$ cat config.mk
export PLATFORM = sky130hd
export DESIGN_NAME = heading_to_wheel_speed_turner_unit
export DESIGN_NICKNAME = d
export VERILOG_FILES = /design/src/sv/htw_pkg.sv /design/src/sv/htw_cordic.sv /design/src/sv/htw_isqrt.sv /design/src/sv/htw_div.sv /design/src/sv/heading_to_wheel_speed_turner_unit.sv
export SDC_FILE = /design/constraint.sdc
export NUM_CORES = 2
export LEC_CHECK = 0
export BUFFER_PORTS_ARGS = -buffer_cell sky130_fd_sc_hd__buf_2
export CORE_MARGIN = 2
export CORE_UTILIZATION = 28
export CTS_BUF_LIST = sky130_fd_sc_hd__clkbuf_4
export DETAILED_ROUTE_END_ITERATION = 7
export SKIP_CTS_REPAIR_TIMING = 1
export SYNTH_ARGS = -nofsm -noshare
export SYNTH_HDL_FRONTEND = slang
export SYNTH_SLANG_ARGS = --single-unit
$ cat constraint.sdc
create_clock -name clk_i -period 9.6 [get_ports clk_i]
set_clock_uncertainty 0.15 [all_clocks]
set_input_delay 1.44 -clock clk_i [delete_from_list [all_inputs] [get_ports clk_i]]
set_output_delay 1.44 -clock clk_i [all_outputs]
set_load 0.01 [all_outputs]
$ cat src/sv/htw_pkg.sv
// Shared constants, types and the arctangent table of the heading to wheel speed turner.
package htw_pkg;

  localparam int unsigned CordicSteps = 16;
  localparam int unsigned StepW       = $clog2(CordicSteps);
  localparam int unsigned AngW        = 17;
  localparam int unsigned ZW          = 26;
  localparam int unsigned RadW        = 36;
  localparam int unsigned DivQW       = 15;
  localparam int unsigned DivNW       = 31;

  // Turning modes.
  localparam logic [1:0] ModeNone = 2'd0;
  localparam logic [1:0] ModeSoft = 2'd1;
  localparam logic [1:0] ModeHard = 2'd2;

  // Register indexes on the configuration port.
  localparam logic [1:0] RegHardThr  = 2'd0;
  localparam logic [1:0] RegSoftThr  = 2'd1;
  localparam logic [1:0] RegNoThr    = 2'd2;
  localparam logic [1:0] RegMaxSpeed = 2'd3;

  // Control of one iterative unit: load its operands, or run step idx.
  typedef struct packed {
    logic             load;
    logic             step;
    logic [StepW-1:0] idx;
  } unit_ctrl_t;

  // atan(2^-i) in binary angle units times 256, rounded to nearest.
  function automatic logic signed [ZW-1:0] atan_lut(logic [StepW-1:0] i);
    logic signed [ZW-1:0] v;
    case (i)
      4'd0:    v = 26'sd2097152;
      4'd1:    v = 26'sd1238021;
      4'd2:    v = 26'sd654136;
      4'd3:    v = 26'sd332050;
      4'd4:    v = 26'sd166669;
      4'd5:    v = 26'sd83416;
      4'd6:    v = 26'sd41718;
      4'd7:    v = 26'sd20860;
      4'd8:    v = 26'sd10430;
      4'd9:    v = 26'sd5215;
      4'd10:   v = 26'sd2608;
      4'd11:   v = 26'sd1304;
      4'd12:   v = 26'sd652;
      4'd13:   v = 26'sd326;
      4'd14:   v = 26'sd163;
      default: v = 26'sd81;
    endcase
    return v;
  endfunction

endpackage

$ cat src/sv/htw_cordic.sv
// Iterative CORDIC in vectoring mode that finds the heading angle, one micro-rotation a cycle.
module htw_cordic (
  input  logic                            clk_i,
  input  htw_pkg::unit_ctrl_t             ctrl_i,
  input  logic signed [15:0]              x_i,
  input  logic signed [15:0]              y_i,
  output logic signed [htw_pkg::AngW-1:0] ang_o
);

  logic signed [htw_pkg::RadW-1:0] cx_q, cx_d, cy_q, cy_d;
  logic signed [htw_pkg::ZW-1:0]   z_q, z_d;
  logic                            axis_q, axis_d, axis_neg_q, axis_neg_d;

  logic signed [htw_pkg::RadW-1:0] xs, ys, dx, dy;
  logic signed [htw_pkg::ZW-1:0]   zr, zsh;

  assign xs = $signed({{4{x_i[15]}}, x_i, 16'h0000});
  assign ys = $signed({{4{y_i[15]}}, y_i, 16'h0000});
  assign dx = cy_q >>> ctrl_i.idx;
  assign dy = cx_q >>> ctrl_i.idx;

  always_comb begin
    cx_d       = cx_q;
    cy_d       = cy_q;
    z_d        = z_q;
    axis_d     = axis_q;
    axis_neg_d = axis_neg_q;
    if (ctrl_i.load) begin
      axis_d     = (y_i == 16'sd0);
      axis_neg_d = x_i[15];
      // Vectors in the left half plane are first turned by a quarter turn.
      if (x_i[15] && !y_i[15]) begin
        cx_d = ys;
        cy_d = -xs;
        z_d  = 26'sd4194304;
      end else if (x_i[15]) begin
        cx_d = -ys;
        cy_d = xs;
        z_d  = -26'sd4194304;
      end else begin
        cx_d = xs;
        cy_d = ys;
        z_d  = '0;
      end
    end else if (ctrl_i.step) begin
      if (cy_q > 0) begin
        cx_d = cx_q + dx;
        cy_d = cy_q - dy;
        z_d  = z_q + htw_pkg::atan_lut(ctrl_i.idx);
      end else begin
        cx_d = cx_q - dx;
        cy_d = cy_q + dy;
        z_d  = z_q - htw_pkg::atan_lut(ctrl_i.idx);
      end
    end
  end

  always_ff @(posedge clk_i) begin
    cx_q       <= cx_d;
    cy_q       <= cy_d;
    z_q        <= z_d;
    axis_q     <= axis_d;
    axis_neg_q <= axis_neg_d;
  end

  // Round the accumulator to binary angle units and clamp to half a turn.
  assign zr  = z_q + 26'sd128;
  assign zsh = zr >>> 8;

  always_comb begin
    if (axis_q) begin
      ang_o = axis_neg_q ? 17'sd32768 : 17'sd0;
    end else if (zsh > 26'sd32768) begin
      ang_o = 17'sd32768;
    end else if (zsh < -26'sd32768) begin
      ang_o = -17'sd32768;
    end else begin
      ang_o = zsh[htw_pkg::AngW-1:0];
    end
  end

endmodule

$ cat src/sv/htw_isqrt.sv
// Iterative integer square root, one result bit a cycle.
module htw_isqrt (
  input  logic                clk_i,
  input  htw_pkg::unit_ctrl_t ctrl_i,
  input  logic [31:0]         n_i,
  output logic [15:0]         root_o
);

  logic [31:0] n_q, n_d, res_q, res_d, bitv;
  logic [32:0] trial;
  logic [4:0]  sh;

  assign sh    = 5'd30 - {ctrl_i.idx, 1'b0};
  assign bitv  = 32'd1 << sh;
  assign trial = {1'b0, res_q} + {1'b0, bitv};

  always_comb begin
    n_d   = n_q;
    res_d = res_q;
    if (ctrl_i.load) begin
      n_d   = n_i;
      res_d = '0;
    end else if (ctrl_i.step) begin
      if ({1'b0, n_q} >= trial) begin
        n_d   = n_q - trial[31:0];
        res_d = (res_q >> 1) + bitv;
      end else begin
        res_d = res_q >> 1;
      end
    end
  end

  always_ff @(posedge clk_i) begin
    n_q   <= n_d;
    res_q <= res_d;
  end

  assign root_o = res_q[15:0];

endmodule

$ cat src/sv/htw_div.sv
// Restoring divider that yields one quotient bit a cycle, most significant bit first.
module htw_div (
  input  logic                       clk_i,
  input  htw_pkg::unit_ctrl_t        ctrl_i,
  input  logic [htw_pkg::DivNW-1:0]  num_i,
  input  logic [htw_pkg::DivQW-1:0]  den_i,
  output logic [htw_pkg::DivQW-1:0]  quo_o
);

  logic [htw_pkg::DivNW-1:0] rem_q, rem_d, dsh;
  logic [htw_pkg::DivQW-1:0] quo_q, quo_d;
  logic [htw_pkg::StepW-1:0] sh;

  // The quotient is known to fit in DivQW bits, so the trial starts at that weight.
  assign sh  = htw_pkg::StepW'(htw_pkg::DivQW - 1) - ctrl_i.idx;
  assign dsh = htw_pkg::DivNW'(den_i) << sh;

  always_comb begin
    rem_d = rem_q;
    quo_d = quo_q;
    if (ctrl_i.load) begin
      rem_d = num_i;
      quo_d = '0;
    end else if (ctrl_i.step) begin
      if (rem_q >= dsh) begin
        rem_d = rem_q - dsh;
        quo_d = {quo_q[htw_pkg::DivQW-2:0], 1'b1};
      end else begin
        quo_d = {quo_q[htw_pkg::DivQW-2:0], 1'b0};
      end
    end
  end

  always_ff @(posedge clk_i) begin
    rem_q <= rem_d;
    quo_q <= quo_d;
  end

  assign quo_o = quo_q;

endmodule

$ cat src/sv/heading_to_wheel_speed_turner_unit.sv
// Top level of the heading to wheel speed turner: sequencer, mode logic and stream ports.
//
//  channel   direction  handshake                      payload
//  s_axis    in         s_axis_tvalid / s_axis_tready  heading_x, heading_y
//  m_axis    out        m_axis_tvalid / m_axis_tready  left_speed, right_speed, turn_mode
//  cfg       in         cfg_valid_i / cfg_ready_o      cfg_index_i, cfg_data_i
//
// From its transfer an item goes through squaring, unit load, 16 CORDIC and square root
// steps that run side by side, mode update, divider load, 15 divider steps and output load.
// The input is ready again as the result is shown, and not ready while an item is at work;
// a waiting result is held in the output register, and the next item is taken while it waits.
// Reset sets the thresholds and max speed to their defaults and the mode to none.
module heading_to_wheel_speed_turner_unit (
  input  logic        clk_i,
  input  logic        rst_ni,
  input  logic        s_axis_tvalid,
  output logic        s_axis_tready,
  input  logic [31:0] s_axis_tdata,   // [15:0] heading_x, [31:16] heading_y
  output logic        m_axis_tvalid,
  input  logic        m_axis_tready,
  output logic [39:0] m_axis_tdata,   // [15:0] left_speed, [31:16] right_speed,
                                      // [33:32] turn_mode, [39:34] zero
  input  logic        cfg_valid_i,
  output logic        cfg_ready_o,
  input  logic [1:0]  cfg_index_i,
  input  logic [14:0] cfg_data_i
);

  localparam logic [2:0] S_IDLE = 3'd0;
  localparam logic [2:0] S_SQR  = 3'd1;
  localparam logic [2:0] S_LOAD = 3'd2;
  localparam logic [2:0] S_ITER = 3'd3;
  localparam logic [2:0] S_MODE = 3'd4;
  localparam logic [2:0] S_MUL  = 3'd5;
  localparam logic [2:0] S_DIV  = 3'd6;
  localparam logic [2:0] S_DONE = 3'd7;

  logic [2:0]                 state_q, state_d;
  logic [htw_pkg::StepW-1:0]  cnt_q, cnt_d;
  logic [1:0]                 mode_q, mode_d;
  logic                       out_valid_q, out_valid_d;
  logic [14:0]                hard_q, soft_q, none_q;
  logic [13:0]                max_q;

  logic signed [15:0]         x_q, y_q;
  logic [31:0]                xx_q;
  logic [15:0]                a_q;
  logic                       pos_q;
  logic [13:0]                base_q;
  logic [39:0]                out_q;

  logic signed [31:0]         xx_full, yy_full;
  logic [31:0]                sq;
  logic [29:0]                prod;
  logic [htw_pkg::DivNW-1:0]  num;
  logic signed [htw_pkg::AngW-1:0] ang;
  logic [15:0]                a_abs, len;
  logic [1:0]                 mode_cur, mode_upd;
  logic [14:0]                quo, d;
  logic [15:0]                s1, s2, left, right;
  logic                       in_xfer, out_xfer, out_load;

  htw_pkg::unit_ctrl_t        iter_ctrl, div_ctrl;

  assign iter_ctrl = '{load: state_q == S_LOAD, step: state_q == S_ITER, idx: cnt_q};
  assign div_ctrl  = '{load: state_q == S_MUL,  step: state_q == S_DIV,  idx: cnt_q};

  assign xx_full = x_q * x_q;
  assign yy_full = y_q * y_q;
  assign sq      = xx_q + unsigned'(yy_full);

  htw_cordic u_cordic (
    .clk_i  (clk_i),
    .ctrl_i (iter_ctrl),
    .x_i    (x_q),
    .y_i    (y_q),
    .ang_o  (ang)
  );

  htw_isqrt u_isqrt (
    .clk_i  (clk_i),
    .ctrl_i (iter_ctrl),
    .n_i    (sq),
    .root_o (len)
  );

  assign prod = base_q * a_q;
  assign num  = htw_pkg::DivNW'(prod) + htw_pkg::DivNW'(hard_q >> 1);

  htw_div u_div (
    .clk_i  (clk_i),
    .ctrl_i (div_ctrl),
    .num_i  (num),
    .den_i  (hard_q),
    .quo_o  (quo)
  );

  assign a_abs = ang[htw_pkg::AngW-1] ? 16'(-ang) : 16'(ang);

  // Hysteresis: hard relaxes to soft, soft climbs to hard or relaxes to none, and none climbs by the thresholds.
  always_comb begin
    mode_cur = (mode_q == htw_pkg::ModeSoft || mode_q == htw_pkg::ModeHard) ?
               mode_q : htw_pkg::ModeNone;
    mode_upd = mode_cur;
    if (mode_upd == htw_pkg::ModeHard && a_abs <= {1'b0, soft_q}) begin
      mode_upd = htw_pkg::ModeSoft;
    end
    if (mode_upd == htw_pkg::ModeSoft) begin
      if (a_abs > {1'b0, hard_q}) begin
        mode_upd = htw_pkg::ModeHard;
      end else if (a_abs <= {1'b0, none_q}) begin
        mode_upd = htw_pkg::ModeNone;
      end
    end
    if (mode_upd == htw_pkg::ModeNone) begin
      if (a_abs > {1'b0, hard_q}) begin
        mode_upd = htw_pkg::ModeHard;
      end else if (a_abs > {1'b0, none_q}) begin
        mode_upd = htw_pkg::ModeSoft;
      end
    end
  end

  assign d = (hard_q == 15'd0) ? 15'd0 : quo;

  always_comb begin
    case (mode_q)
      htw_pkg::ModeSoft: begin
        s1 = 16'(base_q) - 16'(d);
        s2 = 16'(base_q) + 16'(d);
      end
      htw_pkg::ModeHard: begin
        s1 = 16'd0 - 16'(max_q);
        s2 = 16'(max_q);
      end
      default: begin
        s1 = 16'(base_q);
        s2 = 16'(base_q);
      end
    endcase
    left  = pos_q ? s1 : s2;
    right = pos_q ? s2 : s1;
  end

  assign s_axis_tready = (state_q == S_IDLE);
  assign in_xfer       = s_axis_tvalid && s_axis_tready;
  assign out_xfer      = m_axis_tvalid && m_axis_tready;
  assign out_load      = (state_q == S_DONE) && (!out_valid_q || m_axis_tready);
  assign cfg_ready_o   = 1'b1;

  always_comb begin
    state_d     = state_q;
    cnt_d       = cnt_q;
    mode_d      = mode_q;
    out_valid_d = out_valid_q;
    if (out_xfer) begin
      out_valid_d = 1'b0;
    end
    unique case (state_q)
      S_IDLE: begin
        if (in_xfer) begin
          state_d = S_SQR;
        end
      end
      S_SQR: begin
        state_d = S_LOAD;
      end
      S_LOAD: begin
        cnt_d   = '0;
        state_d = S_ITER;
      end
      S_ITER: begin
        cnt_d = cnt_q + 1'b1;
        if (cnt_q == htw_pkg::StepW'(htw_pkg::CordicSteps - 1)) begin
          state_d = S_MODE;
        end
      end
      S_MODE: begin
        mode_d  = mode_upd;
        state_d = S_MUL;
      end
      S_MUL: begin
        cnt_d   = '0;
        state_d = S_DIV;
      end
      S_DIV: begin
        cnt_d = cnt_q + 1'b1;
        if (cnt_q == htw_pkg::StepW'(htw_pkg::DivQW - 1)) begin
          state_d = S_DONE;
        end
      end
      S_DONE: begin
        if (out_load) begin
          out_valid_d = 1'b1;
          state_d     = S_IDLE;
        end
      end
      default: begin
        state_d = S_IDLE;
      end
    endcase
  end

  always_ff @(posedge clk_i or negedge rst_ni) begin
    if (!rst_ni) begin
      state_q     <= S_IDLE;
      cnt_q       <= '0;
      mode_q      <= htw_pkg::ModeNone;
      out_valid_q <= 1'b0;
    end else begin
      state_q     <= state_d;
      cnt_q       <= cnt_d;
      mode_q      <= mode_d;
      out_valid_q <= out_valid_d;
    end
  end

  always_ff @(posedge clk_i or negedge rst_ni) begin
    if (!rst_ni) begin
      hard_q <= 15'd16384;
      soft_q <= 15'd12743;
      none_q <= 15'd1820;
      max_q  <= 14'd2560;
    end else if (cfg_valid_i && cfg_ready_o) begin
      unique case (cfg_index_i)
        htw_pkg::RegHardThr:  hard_q <= cfg_data_i;
        htw_pkg::RegSoftThr:  soft_q <= cfg_data_i;
        htw_pkg::RegNoThr:    none_q <= cfg_data_i;
        htw_pkg::RegMaxSpeed: max_q  <= cfg_data_i[13:0];
        default: ;
      endcase
    end
  end

  always_ff @(posedge clk_i) begin
    if (in_xfer) begin
      x_q <= $signed(s_axis_tdata[15:0]);
      y_q <= $signed(s_axis_tdata[31:16]);
    end
    if (state_q == S_SQR) begin
      xx_q <= unsigned'(xx_full);
    end
    if (state_q == S_MODE) begin
      a_q    <= a_abs;
      pos_q  <= (ang > 17'sd0);
      base_q <= (len < {2'b00, max_q}) ? len[13:0] : max_q;
    end
    if (out_load) begin
      out_q <= {6'b0, mode_q, right, left};
    end
  end

  assign m_axis_tvalid = out_valid_q;
  assign m_axis_tdata  = out_q;

endmodule
==> impl_metrics.tcl <==
set metrics [dict create \
    clockBufferDepth 3 \
    syn_area_mm2 0.0626 \
    yosysWarnings 0 \
    cp.arrival_ps 8660 \
    synth_cell_types 107 \
    hold_slack_ps 264 \
    dieArea_mm2 0.227 \
    insertion_delay_ps 1130 \
    synthFlopType "edfxtp_1" \
    io_buffers 89 \
    drive_above_1_share_pct 8.67 \
    row_count 173 \
    drv_slew 0 \
    firstDrtPassIters 6 \
    worstSetupPathType "register to register" \
    h-tree-depth 3 \
    dp_hpwl_um 140000 \
    cts_tree "built" \
    regArea_mm2 0.0114 \
    grt-ovfl-total 0 \
    fin_tns_setup_ps 0 \
    initial_core_util_pct 28.2 \
    slew_headroom_pct 23.3 \
    setup_viol 0 \
    grt_max_degree 91 \
    cts-root-buf "clkbuf_4" \
    async_flop_share_pct 17.0 \
    cp_max_fo 13 \
    required_ps 10190 \
    r2r_slack_ps 1530 \
    fmax_ghz 0.124 \
    grt_usage_pct 15.1 \
    tightest_slew_ps 1140 \
    die_y_um 477 \
    endpoint_kind "register" \
    hold_viol 0 \
    status "complete, no violations" \
    synth_cells 6906 \
    grt_pass1_wl_um 277000 \
    vias_per_cell 4.97 \
    synth-seq-cells 406 \
    num_vias 49400 \
    routed_wl_um 176000 \
    synthTopCellsByCount "inv_1 (938), nand2_1 (755), fa_1 (695), ha_1 (582), nor2_1 (416)" \
    cts_buffers 114 \
    wl_per_cell_um 17.7 \
    die_w_um 477 \
    clkSinkCount 406 \
    yosysSeqAreaShare_pct 18.2 \
    synth.avg_cell_area_um2 9.07 \
    cap_violations 0 \
    rsz0062_at_grt "false" \
    startpoint_type "register" \
    ios 97 \
    clkTransAtPathRegs_ps 80 \
    period_needed_ps 8070 \
    post-route-period-util_pct 84.0 \
    grt_pass1_vias 49600 \
    yosysMostFrequentCell "inv_1" \
    gp_congestion 0.915 \
    antenna_found_initial 21 \
    postRouteAntennaNets 0 \
    nets 8199 \
    yosysTopAreaCell "fa_1" \
    synth_edf_count 290 \
    synthTopCellsByArea "fa_1 (22%), edfxtp_1 (14%), ha_1 (12%)" \
    area_delta_synth_final_pct 7.93 \
    drc 0 \
    core_mm2 0.222 \
    hp-class "register to register" \
    multi_input_area_mm2 0.0465 \
    n_fill_cell 23300 \
    yosysTopAreaCellShare_pct 22.2 \
    dr.first_iter.drc_count 3687 \
]
==> flip-flops by register name, indices dropped and copies added (netlist names), 15 cells and up <==
| name | flops |
|---|---|
| u_cordic.cx_q | 36 |
| u_cordic.cy_q | 36 |
| m_axis_tdata | 33 |
| u_isqrt.n_q | 32 |
| u_isqrt.res_q | 32 |
| u_div.rem_q | 31 |
| xx_q | 31 |
| u_cordic.z_q | 26 |
| a_q | 16 |
| x_q | 16 |
| y_q | 16 |
| hard_q | 15 |
| none_q | 15 |
| soft_q | 15 |
| u_div.quo_o | 15 |
==> cells by family after synthesis <==
| group | share of synthesized area (%) |
|---|---|
| adders and majority gates | 33.9 |
| xor gates and xnor gates | 6.48 |
| AOI/OAI and AO/OA | 13.4 |
| and+or+nand+nor | 14.1 |
| other | 0.0120 |
| DFF | 18.2 |
| muxes | 6.24 |
| buffers and inverters | 7.68 |
==> path summary, 6_finish.rpt <==
check,from,end,cells past startpoint
hold reg to reg,u_div.quo_o[4],u_div.quo_o[5],2
hold / removal,u_div.quo_o[4],u_div.quo_o[5],2
setup reg to reg,y_q[10],u_isqrt.n_q[30],21
min in group asynchronous,rst_ni,soft_q[9],2
max in group asynchronous,rst_ni,cnt_q[0],2
setup / recovery,y_q[10],u_isqrt.n_q[30],21
==> critical path, stage by stage (launching register included) <==
cell      delay, ps
edfxtp_1        730
clkinv_1        500
nor2_1          330
fa_1            430
inv_1            80
fa_1            430
fa_1            480
fa_1            490
inv_1            50
fa_1            500
fa_1            490
ha_1            370
a21oi_1         210
nor2b_1         220
o21ai_0         140
o41ai_1         570
o21ai_0         360
a311oi_1        460
o21ai_0         210
a31oi_1         230
xor2_1          170
mux2i_1          90
==> through the flow <==
step,cell area [um2],std cells,util [%],worst slack [ps]
floorplan,62600,6911,-,1110
global placement,66000,9727,29.7,1810
detailed placement,66000,9727,29.7,1570
CTS,67500,9938,30.4,1460
global route,67600,9942,30.4,952
finish,67600,9948,30.4,1530
==> layout make-up <==
cell class	count	area share, %
antenna	10	0.0370
clock inverter	45	0.455
sequential	406	16.9
inverter	953	5.30
timing repair buffer	137	1.19
tap	2975	5.51
multi-input combinational	5256	68.8
clock buffer	166	1.84
==> routing by layer <==
layer	wire length, um	vias up	GRT usage (%)
met5	81	-	0
met4	5500	14	5.00
met3	11000	293	2.36
met2	78800	1462	23.9
met1	80300	24300	21.0
li1	-	23300	-
==> cell usage in the layout (no fill, tap or decap), drive strengths merged, types with 32 or more instances in the layout <==
cell / synthesis / routed
dfxtp: 47 / 47
ha: 582 / 582
buf: 69 / 137
nand3: 88 / 88
nand2b: 65 / 65
dfrtp: 52 / 52
xor2: 194 / 194
clkbuf: 227 / 166
fa: 695 / 695
nand4: 49 / 49
mux2i: 99 / 99
mux4: 74 / 74
o21bai: 38 / 38
o21ai: 340 / 340
a21oi: 384 / 384
nor3: 85 / 85
a31oi: 67 / 67
inv: 940 / 947
a211oi: 39 / 39
clkinv: 13 / 48
o211ai: 52 / 52
and2: 194 / 194
xnor2: 269 / 269
mux2: 110 / 110
nor4: 32 / 32
a21o: 106 / 106
and3: 34 / 34
o21a: 65 / 65
edfxtp: 290 / 290
nor2: 420 / 420
nand2: 755 / 755
nor2b: 67 / 67
Power is left out: the tool's default activity adds up to more than one toggle a clock period on the data nets, which glitch-free logic cannot reach.
